**config.mk**
```make
export PLATFORM = sky130hd
export DESIGN_NAME = heading_pi_spin_controller_top
export DESIGN_NICKNAME = d
export VERILOG_FILES = /design/src/hpsc_pkg.sv /design/src/heading_pi_spin_controller_top.sv
export SDC_FILE = /design/constraint.sdc
export NUM_CORES = 1
export LEC_CHECK = 0
export BUFFER_PORTS_ARGS = -buffer_cell sky130_fd_sc_hd__buf_4
export CAP_MARGIN = 10
export CORE_MARGIN = 1
export CORE_UTILIZATION = 55
export DETAILED_ROUTE_END_ITERATION = 7
export HOLD_SLACK_MARGIN = 0.02
export MAX_ROUTING_LAYER = met4
export PLACE_DENSITY = 0.72
export SLEW_MARGIN = 20
export SYNTH_ARGS = -nofsm -noshare
export SYNTH_HDL_FRONTEND = slang
export SYNTH_SLANG_ARGS = --single-unit
```
**constraint.sdc**
```tcl
create_clock -name clk -period 18.65 [get_ports clk]
set_input_delay 0 -clock clk [delete_from_list [all_inputs] [get_ports clk]]
set_output_delay 0 -clock clk [all_outputs]
set_load 0.01 [all_outputs]
```
**src/hpsc_pkg.sv**
```systemverilog
// Package for the heading PI spin controller: register indexes, constants and stage types.
`default_nettype none
package hpsc_pkg;

  localparam int CfgIndexWidth = 3;
  localparam int CfgDataWidth  = 16;

  localparam logic [CfgIndexWidth-1:0] REG_INTEGRAL_ZONE = 3'd0;
  localparam logic [CfgIndexWidth-1:0] REG_DRIVE_LIMIT   = 3'd1;
  localparam logic [CfgIndexWidth-1:0] REG_SETTLE_BAND   = 3'd2;
  localparam logic [CfgIndexWidth-1:0] REG_SETTLE_COUNT  = 3'd3;
  localparam logic [CfgIndexWidth-1:0] REG_TIMEOUT_MS    = 3'd4;

  localparam logic       OP_START  = 1'b0;
  localparam logic       OP_SAMPLE = 1'b1;

  localparam logic [7:0]  ZONE_RESET    = 8'd30;
  localparam logic [6:0]  LIMIT_RESET   = 7'd70;
  localparam logic [7:0]  BAND_RESET    = 8'd5;
  localparam logic [5:0]  COUNT_RESET   = 6'd15;
  localparam logic [15:0] TIMEOUT_RESET = 16'd2000;

  localparam logic [5:0]  RUN_MAX = 6'd63;

  // Reciprocal of 125 in 2^-21 units; exact floor for quotients of values below 16000.
  localparam logic [14:0] RECIP_125 = 15'd16778;
  localparam int          RecipShift = 21;

  // Result kind that travels with an item through the drive stages.
  typedef struct packed {
    logic drv_en;
    logic fin;
    logic tout;
  } ctl_t;

endpackage
`default_nettype wire

```
**src/heading_pi_spin_controller_top.sv**
```systemverilog
// Heading PI spin controller: state update, drive computation and output register.
// Result path: the stage 1 register, the stage 2 register, then the output register.
// Throughput: one item per clock while out_stall is low; the run state (integral,
// on-target run, run time) closes its loop in stage 1, so back-to-back samples never wait on it.
// The drive path after that is one more pipeline register feeding the output register.
// Reset (rst, synchronous): pipeline empty, controller idle, registers at their defaults.
`default_nettype none
module heading_pi_spin_controller_top #(
  parameter int INTEGRAL_WIDTH = 24
) (
  input  wire                                   clk,
  input  wire                                   rst,
  input  wire                                   cfg_write,
  input  wire  [hpsc_pkg::CfgIndexWidth-1:0]    cfg_index,
  input  wire  [hpsc_pkg::CfgDataWidth-1:0]     cfg_data,
  input  wire                                   in_valid,
  output logic                                  in_stall,
  input  wire                                   op,
  input  wire  signed [8:0]                     rel_heading,
  input  wire  [9:0]                            elapsed_ms,
  output logic                                  out_valid,
  input  wire                                   out_stall,
  output logic signed [7:0]                     left_drive,
  output logic signed [7:0]                     right_drive,
  output logic                                  finished,
  output logic                                  timed_out
);
  import hpsc_pkg::*;

  // Width of the integral update sum: wide enough for the accumulator and the
  // 20-bit dt*error product, plus one bit of headroom.
  localparam int SW = ((INTEGRAL_WIDTH > 20) ? INTEGRAL_WIDTH : 20) + 1;
  // Width of the drive numerator 3000*err + acc.
  localparam int NW = ((INTEGRAL_WIDTH > 21) ? INTEGRAL_WIDTH : 21) + 1;

  localparam logic signed [SW-1:0] ACC_MAX =
    ({{(SW-1){1'b0}}, 1'b1} << (INTEGRAL_WIDTH - 1)) - {{(SW-1){1'b0}}, 1'b1};
  localparam logic signed [SW-1:0] ACC_MIN = -ACC_MAX - {{(SW-1){1'b0}}, 1'b1};
  localparam logic signed [NW-1:0] K_PROP = NW'(3000);

  // Configuration registers.
  logic [7:0]  integral_zone;
  logic [6:0]  drive_limit;
  logic [7:0]  settle_band;
  logic [5:0]  settle_count;
  logic [15:0] timeout_ms;

  always_ff @(posedge clk) begin
    if (rst) begin
      integral_zone <= ZONE_RESET;
      drive_limit   <= LIMIT_RESET;
      settle_band   <= BAND_RESET;
      settle_count  <= COUNT_RESET;
      timeout_ms    <= TIMEOUT_RESET;
    end else if (cfg_write) begin
      unique case (cfg_index)
        REG_INTEGRAL_ZONE: integral_zone <= cfg_data[7:0];
        REG_DRIVE_LIMIT:   drive_limit   <= cfg_data[6:0];
        REG_SETTLE_BAND:   settle_band   <= cfg_data[7:0];
        REG_SETTLE_COUNT:  settle_count  <= cfg_data[5:0];
        REG_TIMEOUT_MS:    timeout_ms    <= cfg_data[15:0];
        default: ;
      endcase
    end
  end

  // Pipeline flow control. Each stage takes a new item when it is empty or
  // when its content moves on, so bubbles fill even while the output waits.
  logic v1;
  logic v2;
  logic ready1;
  logic ready2;
  logic ready3;
  logic in_xfer;

  assign ready3   = !out_valid || !out_stall;
  assign ready2   = !v2 || ready3;
  assign ready1   = !v1 || ready2;
  assign in_stall = !ready1;
  assign in_xfer  = in_valid && ready1;

  // Run state.
  logic signed [INTEGRAL_WIDTH-1:0] integral_acc;
  logic [5:0]                       on_target_run;
  logic [15:0]                      run_time;
  logic                             running;

  logic signed [INTEGRAL_WIDTH-1:0] integral_acc_next;
  logic [5:0]                       on_target_run_next;
  logic [15:0]                      run_time_next;
  logic                             running_next;
  ctl_t                             ctl_next;

  logic [8:0]           err_mag;
  logic [16:0]          time_sum;
  logic [15:0]          time_sat;
  logic signed [19:0]   step_prod;
  logic signed [SW-1:0] acc_sum;
  logic [5:0]           run_inc;

  always_comb begin
    err_mag   = rel_heading[8] ? 9'(-rel_heading) : 9'(rel_heading);
    time_sum  = {1'b0, run_time} + {7'd0, elapsed_ms};
    time_sat  = time_sum[16] ? 16'hFFFF : time_sum[15:0];
    step_prod = $signed({10'd0, elapsed_ms}) * $signed({{11{rel_heading[8]}}, rel_heading});
    acc_sum   = SW'(integral_acc) + SW'(step_prod);
    run_inc   = (on_target_run == RUN_MAX) ? RUN_MAX : on_target_run + 6'd1;

    integral_acc_next  = integral_acc;
    on_target_run_next = on_target_run;
    run_time_next      = run_time;
    running_next       = running;
    ctl_next           = '{drv_en: 1'b0, fin: 1'b1, tout: 1'b0};

    if (op == OP_START) begin
      integral_acc_next  = '0;
      on_target_run_next = '0;
      run_time_next      = '0;
      running_next       = 1'b1;
      ctl_next           = '{drv_en: 1'b0, fin: 1'b0, tout: 1'b0};
    end else if (running) begin
      run_time_next = time_sat;
      if (time_sat >= timeout_ms) begin
        running_next = 1'b0;
        ctl_next     = '{drv_en: 1'b0, fin: 1'b1, tout: 1'b1};
      end else begin
        // Integrate only inside the zone; leaving it clears the integral.
        if (err_mag < {1'b0, integral_zone}) begin
          if (acc_sum > ACC_MAX) begin
            integral_acc_next = ACC_MAX[INTEGRAL_WIDTH-1:0];
          end else if (acc_sum < ACC_MIN) begin
            integral_acc_next = ACC_MIN[INTEGRAL_WIDTH-1:0];
          end else begin
            integral_acc_next = acc_sum[INTEGRAL_WIDTH-1:0];
          end
        end else begin
          integral_acc_next = '0;
        end
        on_target_run_next = (err_mag < {1'b0, settle_band}) ? run_inc : 6'd0;
        if (on_target_run_next > settle_count) begin
          running_next = 1'b0;
          ctl_next     = '{drv_en: 1'b0, fin: 1'b1, tout: 1'b0};
        end else begin
          ctl_next     = '{drv_en: 1'b1, fin: 1'b0, tout: 1'b0};
        end
      end
    end
  end

  always_ff @(posedge clk) begin
    if (rst) begin
      integral_acc  <= '0;
      on_target_run <= '0;
      run_time      <= '0;
      running       <= 1'b0;
    end else if (in_xfer) begin
      integral_acc  <= integral_acc_next;
      on_target_run <= on_target_run_next;
      run_time      <= run_time_next;
      running       <= running_next;
    end
  end

  // Stage 1: error and updated integral of the item.
  ctl_t                             s1_ctl;
  logic signed [8:0]                s1_err;
  logic signed [INTEGRAL_WIDTH-1:0] s1_acc;

  always_ff @(posedge clk) begin
    if (rst) begin
      v1 <= 1'b0;
    end else if (ready1) begin
      v1 <= in_xfer;
    end
  end

  always_ff @(posedge clk) begin
    if (ready1 && in_xfer) begin
      s1_ctl <= ctl_next;
      s1_err <= rel_heading;
      s1_acc <= integral_acc_next;
    end
  end

  // Stage 2: numerator, its magnitude and the clamp decision. A quotient above
  // the limit is exactly a magnitude at or above 2000*(limit+1).
  logic signed [NW-1:0] numer;
  logic [NW-1:0]        numer_abs;
  logic [17:0]          clamp_thr;
  logic                 clamp_hit;

  always_comb begin
    numer     = NW'(s1_acc) + NW'(s1_err) * K_PROP;
    numer_abs = numer[NW-1] ? NW'(-numer) : NW'(numer);
    clamp_thr = 18'd2000 * ({11'd0, drive_limit} + 18'd1);
    clamp_hit = numer_abs >= NW'(clamp_thr);
  end

  ctl_t        s2_ctl;
  logic        s2_neg;
  logic        s2_sat;
  logic [17:0] s2_mag;

  always_ff @(posedge clk) begin
    if (rst) begin
      v2 <= 1'b0;
    end else if (ready2) begin
      v2 <= v1;
    end
  end

  always_ff @(posedge clk) begin
    if (ready2 && v1) begin
      s2_ctl <= s1_ctl;
      s2_neg <= numer[NW-1];
      s2_sat <= clamp_hit;
      s2_mag <= numer_abs[17:0];
    end
  end

  // Stage 3: divide the unclamped magnitude by 2000 as a shift by 4 and a
  // reciprocal multiply for 125, then apply sign and clamp; the drive is zero unless enabled.
  logic [28:0]       quot_prod;
  logic [7:0]        quot;
  logic [7:0]        drive_mag;
  logic signed [7:0] drive;

  always_comb begin
    quot_prod = {15'd0, s2_mag[17:4]} * {14'd0, RECIP_125};
    quot      = quot_prod[RecipShift+7:RecipShift];
    drive_mag = s2_sat ? {1'b0, drive_limit} : quot;
    if (!s2_ctl.drv_en) begin
      drive = '0;
    end else if (s2_neg) begin
      drive = -$signed(drive_mag);
    end else begin
      drive = $signed(drive_mag);
    end
  end

  always_ff @(posedge clk) begin
    if (rst) begin
      out_valid <= 1'b0;
    end else if (ready3) begin
      out_valid <= v2;
    end
  end

  always_ff @(posedge clk) begin
    if (ready3 && v2) begin
      left_drive  <= drive;
      right_drive <= -drive;
      finished    <= s2_ctl.fin;
      timed_out   <= s2_ctl.tout;
    end
  end

endmodule
`default_nettype wire
```
======== After elaboration in Yosys (flattened, before gate mapping) ========
Cells that the tools add are included.
word-level totals
  output and inout bits ................... 20
  word-level logic and storage cells ...... 104
  bits in registers ....................... 172
  input port bits ......................... 44
cells by class
  multipliers ............................. 4
  equality and inequality tests ........... 7
  bitwise operators ....................... 2
  $lt $le $gt $ge ......................... 7
  reductions and logical operators ........ 22
  add/subtract/negate cells ............... 9
  multiplexer cells ....................... 26
operator list
  cell                    number
  $mux 24                 6
  $mux 16                 3
  $mux 6                  5
  $mul 14x14->28 const B  1
  $add 24x20->25          1
  $add 24x22->25          1
  $ge 25x18->1            1
  $gt 25x24->1 const B    1
  $lt 25x24->1 const B    1
  $mux 25                 1
  $neg 25->25             1
  $mux 8                  3
  $mul 11x9->20           1
  $mul 9x10->19 const B   1
  $lt 9x8->1              2
  $add 16x10->17          1
  $ge 16x16->1            1
  $neg 8->8               2
  $mul 7x8->14 const A    1
  $reduce_and 2->1        7
  $mux 9                  1
  $neg 9->9               1
  $add 7x1->8 const B     1
  $add 6x1->6 const B     1
  17 further kinds        32

======== Logic depth before layout (Yosys ltp) ========
  depth after elaboration ................. 9
  gate-level depth with buffers ........... 42
  mapped depth without buffers ............ 42

======== Least setup slack after synthesis ========
OpenSTA, ideal clock, no wires.
  kind .................................... register -> register
  from .................................... register s1_err[0]
  to ...................................... register s2_sat, data pin
  library setup time ...................... 0.273 ns
  required time ........................... 18.377 ns
  cell stages (with the launch flop) ...... 40
  buffers on the path ..................... 1
  setup slack ............................. 10.626 ns
  period minus slack after synthesis ...... 8.024 ns
  arrival time ............................ 7.751 ns
  path through ............................ edfxtp_1 -> inv_1 -> fa_1 -> inv_1 -> fa_1 -> ha_1 -> fa_1 -> ha_1 -> ha_1 -> a21o_1 -> a21oi_1 -> o21ai_0 -> a21oi_1 -> o21ai_0 -> a21oi_1 -> o21bai_1 -> a21oi_1 -> o21ai_0 -> [... 4 more ...] -> a21o_1 -> nand2_1 -> a41oi_1 -> clkbuf_1 -> a21oi_1 -> xor2_1 -> ha_1 -> nor2b_1 -> o21ai_0 -> nand2b_1 -> a21oi_1 -> nor2b_1 -> o21ai_0 -> nand2b_1 -> a221oi_1 -> o311ai_0 -> a21oi_1 -> o2111ai_1
between the ends
  cells in the longest elaborated chain, start to end .. 5
RTL lines
  element                 line                                   RTL
  start, declared         heading_pi_spin_controller_top.sv:166  logic signed [8:0] s1_err;
  start signal, assigned  heading_pi_spin_controller_top.sv:180  s1_err <= rel_heading;
  $mul 9x10->19 (*)       heading_pi_spin_controller_top.sv:193  numer = NW'(s1_acc) + NW'(s1_err) * K_PROP;
  $add 24x22->25 (*)      heading_pi_spin_controller_top.sv:193
  $neg 25->25             heading_pi_spin_controller_top.sv:194  numer_abs = numer[NW-1] ? NW'(-numer) : NW'(numer);
  $mux 25 (*)             heading_pi_spin_controller_top.sv:194
  via numer_abs[5]        heading_pi_spin_controller_top.sv:188  logic [NW-1:0] numer_abs;
  $ge 25x18->1 (*)        heading_pi_spin_controller_top.sv:196  clamp_hit = numer_abs >= NW'(clamp_thr);
  via clamp_hit           heading_pi_spin_controller_top.sv:190  logic clamp_hit;
  end signal, assigned    heading_pi_spin_controller_top.sv:216  s2_sat <= clamp_hit;
  end, declared           heading_pi_spin_controller_top.sv:201  logic s2_sat;
Mark *: on every way through the listed nets, which the timed path passes. The rest lies on a longest branch.
A chain may end at the register's enable or synchronous reset.

======== Worst setup path after layout ========
Ends and elaborated chain as after synthesis.

==> impl_metrics.env <==
export IMPL_synth_top_cell_by_area="ha_1"
export IMPL_via_per_inst=5.627
export IMPL_crit_arrival_ns=9.04
export IMPL_gr_usage_met2_pct=45.45
export IMPL_synth_commonest_cells="ha_1, inv_1, nand2_1"
export IMPL_critPathMaxFanout=17
export IMPL_async_flop_share_pct=0
export IMPL_gp_congestion=0.8858
export IMPL_grt_most_used_layer="met2"
export IMPL_finalNetCount=2703
export IMPL_vias=14830
export IMPL_synth_ff_type="dfxtp_1"
export IMPL_initial_core_util_pct=56.52
export IMPL_fin_crit_sh_pct=47.63
export IMPL_tightest_slew_ns=1.027
export IMPL_hpwl_um=34830
export IMPL_slowest_delay_ns=0.54
export IMPL_wl_per_cell_um=16.54
export IMPL_use_met1_pct=31.54
export IMPL_h_tree_depth=4
export IMPL_crit_path_frequent_cell="a21oi_1"
export IMPL_fp_coreArea_mm2=0.03387
export IMPL_syn_area_per_cell_um2=9.063
export IMPL_ctsRootBufferMaster="clkbuf_16"
export IMPL_rows=67
export IMPL_ys_ff_latch=167
export IMPL_hp_start="cfg_index[1]"
export IMPL_fin_worst_skew_ns=0.01231
export IMPL_drc_errors=0
export IMPL_hp_class="in2reg"
export IMPL_clk_latency_ns=0.44
export IMPL_grt_pass1_wl_um=72990
export IMPL_io_pins=64
export IMPL_drtAntennaViolNets=0
export IMPL_hold_viol=0
export IMPL_clock_sink_count=167
export IMPL_setup_viol=0
export IMPL_grt_usage_pct=26.28
export IMPL_die_w_um=188.6
export IMPL_synth_edf_count=72
export IMPL_cts_buffers=17
export IMPL_cts_resized=0
export IMPL_post_cts_buffers=0
export IMPL_cp_startpoint="s1_err[0]$_DFFE_PP_"
export IMPL_synth_most_common_cell="ha_1"
export IMPL_yosysSeqAreaShare_pct=21.23
export IMPL_yosysUniqueCellTypes=80
export IMPL_area_delta_synth_final_pct=8.733
export IMPL_drt_initial_drc_count=923
export IMPL_timing_rr_start="s1_err[0]$_DFFE_PP_"
export IMPL_ys_warn_count=0
export IMPL_fp_dieArea_mm2=0.03555
export IMPL_grt_pass1_vias=15050
export IMPL_fmax_ghz=0.1126
export IMPL_antenna_found_initial=2
export IMPL_fin_crit_ns=8.882
export IMPL_synthCells=2112
export IMPL_first_pass_iters=5
export IMPL_rsz0062_at_grt="false"
export IMPL_criticalPathCategory="reg2reg"
export IMPL_ctsHoldBuffers=29
export IMPL_synth_area_mm2=0.01914
export IMPL_grt_overflow_total=0
export IMPL_die_height_um=188.6
export IMPL_drv_slew=0
export IMPL_grt_met3_usage_pct=3.706
export IMPL_critPathSlowestCell="fa_1"
export IMPL_ctsLongestPathBuffers=2
export IMPL_synth_top_cell_area_share_pct=22.36
export IMPL_grt_start_max_net_pins=68
export IMPL_fin_setup_tns_ns=0
export IMPL_drv_cap=0
export IMPL_wl_um=43590
export IMPL_cts_tree="built"
export IMPL_synth_fp_nets=2642
export IMPL_drive_above_1_share_pct=6.130
export IMPL_yosys_top_cells_area="ha_1, fa_1, edfxtp_1, dfxtp_1, inv_1"
export IMPL_setup_worst_path_start_class="flop"
export IMPL_relSlewSlack_pct=31.06
export IMPL_port_buffers=63
export IMPL_cp_required_ns=18.81
export IMPL_clk_pin_slew_ns=0.07
export IMPL_run_status="finished clean"
export IMPL_critPathCaptureType="flop"
==> state kept, by name, indices dropped and copies added (netlist names), 3 cells and up <==
register and flops:
settle_band 8, integral_acc 24, s2_mag 14, s1_err 9, settle_count 6, left_drive 8
right_drive 7, run_time 16, s1_acc 24, s2_ctl 3, timeout_ms 16, on_target_run 6
s1_ctl 3, drive_limit 7, integral_zone 8
==> per-layer routing <==
layer / share of wire (%) / vias up
met4: 2.6 / 0
met1: 43 / 7149
met5: 0 / -
li1: - / 7295
met3: 4.2 / 77
met2: 50 / 312
==> critical path: cells and delay by family (launching register included) <==
kind	cells	cell delay, ns
compound gates	21	3.79
xor+xnor	2	0.45
fa+ha+maj	8	3.07
buf+inv	3	0.37
flops	1	0.47
simple gates	5	0.46
==> cell type report <==
class | instances | area (um^2)
Timing Repair Buffer | 101 | 830.8
Tap cell | 448 | 560.5
Clock inverter | 12 | 95.09
Fill cell | 2920 | 13060
Inverter | 336 | 1261
Antenna cell | 2 | 5.005
Clock buffer | 20 | 446.7
Sequential cell | 167 | 4064
Multi-Input combinational cell | 1550 | 13550
==> cells in the final DEF (no fill, tap or decap), types with 8 or more instances in the layout <==
cell type | netlist | routed
a211oi_1 | 12 | 12
a21o_1 | 63 | 63
a21oi_1 | 110 | 110
a22o_1 | 10 | 10
a311oi_1 | 15 | 15
a31oi_1 | 9 | 9
and2_1 | 40 | 40
and3_1 | 8 | 8
buf_4 | 2 | 72
clkbuf_16 | 0 | 17
dfxtp_1 | 95 | 95
dlygate4sd3_1 | 0 | 29
edfxtp_1 | 72 | 72
fa_1 | 144 | 144
ha_1 | 342 | 342
inv_1 | 335 | 334
mux2i_1 | 15 | 15
nand2_1 | 214 | 214
nand2b_1 | 24 | 24
nand3_1 | 36 | 36
nand3b_1 | 13 | 13
nand4_1 | 16 | 16
nor2_1 | 109 | 109
nor2b_1 | 17 | 16
nor3_1 | 16 | 16
o211ai_1 | 13 | 13
o21a_1 | 15 | 15
o21ai_0 | 68 | 68
o21bai_1 | 12 | 12
o31ai_1 | 10 | 10
xnor2_1 | 73 | 73
xor2_1 | 31 | 31
==> stage by stage <==
| stage | utilization, % | cells | hold WS, ns | setup WS (ns) | cell area, um^2 |
|---|---|---|---|---|---|
| finish | 61.45 | 2636 | 0.04288 | 9.768 | 20810 |
| global route | 61.45 | 2636 | 0.09156 | 9.080 | 20810 |
| CTS | 61.44 | 2634 | 0.03409 | 9.796 | 20810 |
| detailed placement | 58.98 | 2573 | 0.2363 | 9.880 | 19980 |
| global placement | 58.98 | 2573 | 0.2178 | 10.28 | 19980 |
| floorplan | - | 2112 | 0.09887 | 10.63 | 19140 |
==> cells by family (layout without fill, tap and decap cells) <==
logic type | after synthesis | in the layout | share of synthesized area [%]
other cells | 0 | 2 | 0
mux | 16 | 16 | 0.8432
xor+xnor | 104 | 104 | 4.759
buf+inv | 395 | 469 | 7.994
flops | 167 | 167 | 21.23
simple gates | 530 | 530 | 13.15
compound gates | 414 | 414 | 14.60
fa+ha+maj | 486 | 486 | 37.42
==> worst paths after layout <==
kind | end | slack [ns] | cells past startpoint
max | s2_sat$_DFFE_PP_ | 9.77 | 39
min | settle_count[1]$_SDFFE_PP1P_ | 0.04 | 4
max reg2reg | s2_sat$_DFFE_PP_ | 9.77 | 39
min reg2reg | s2_ctl[1]$_DFFE_PP_ | 0.43 | 0
Power is not shown: default switching activity piles up to over one toggle a cycle in this logic, so the estimate is an artifact.
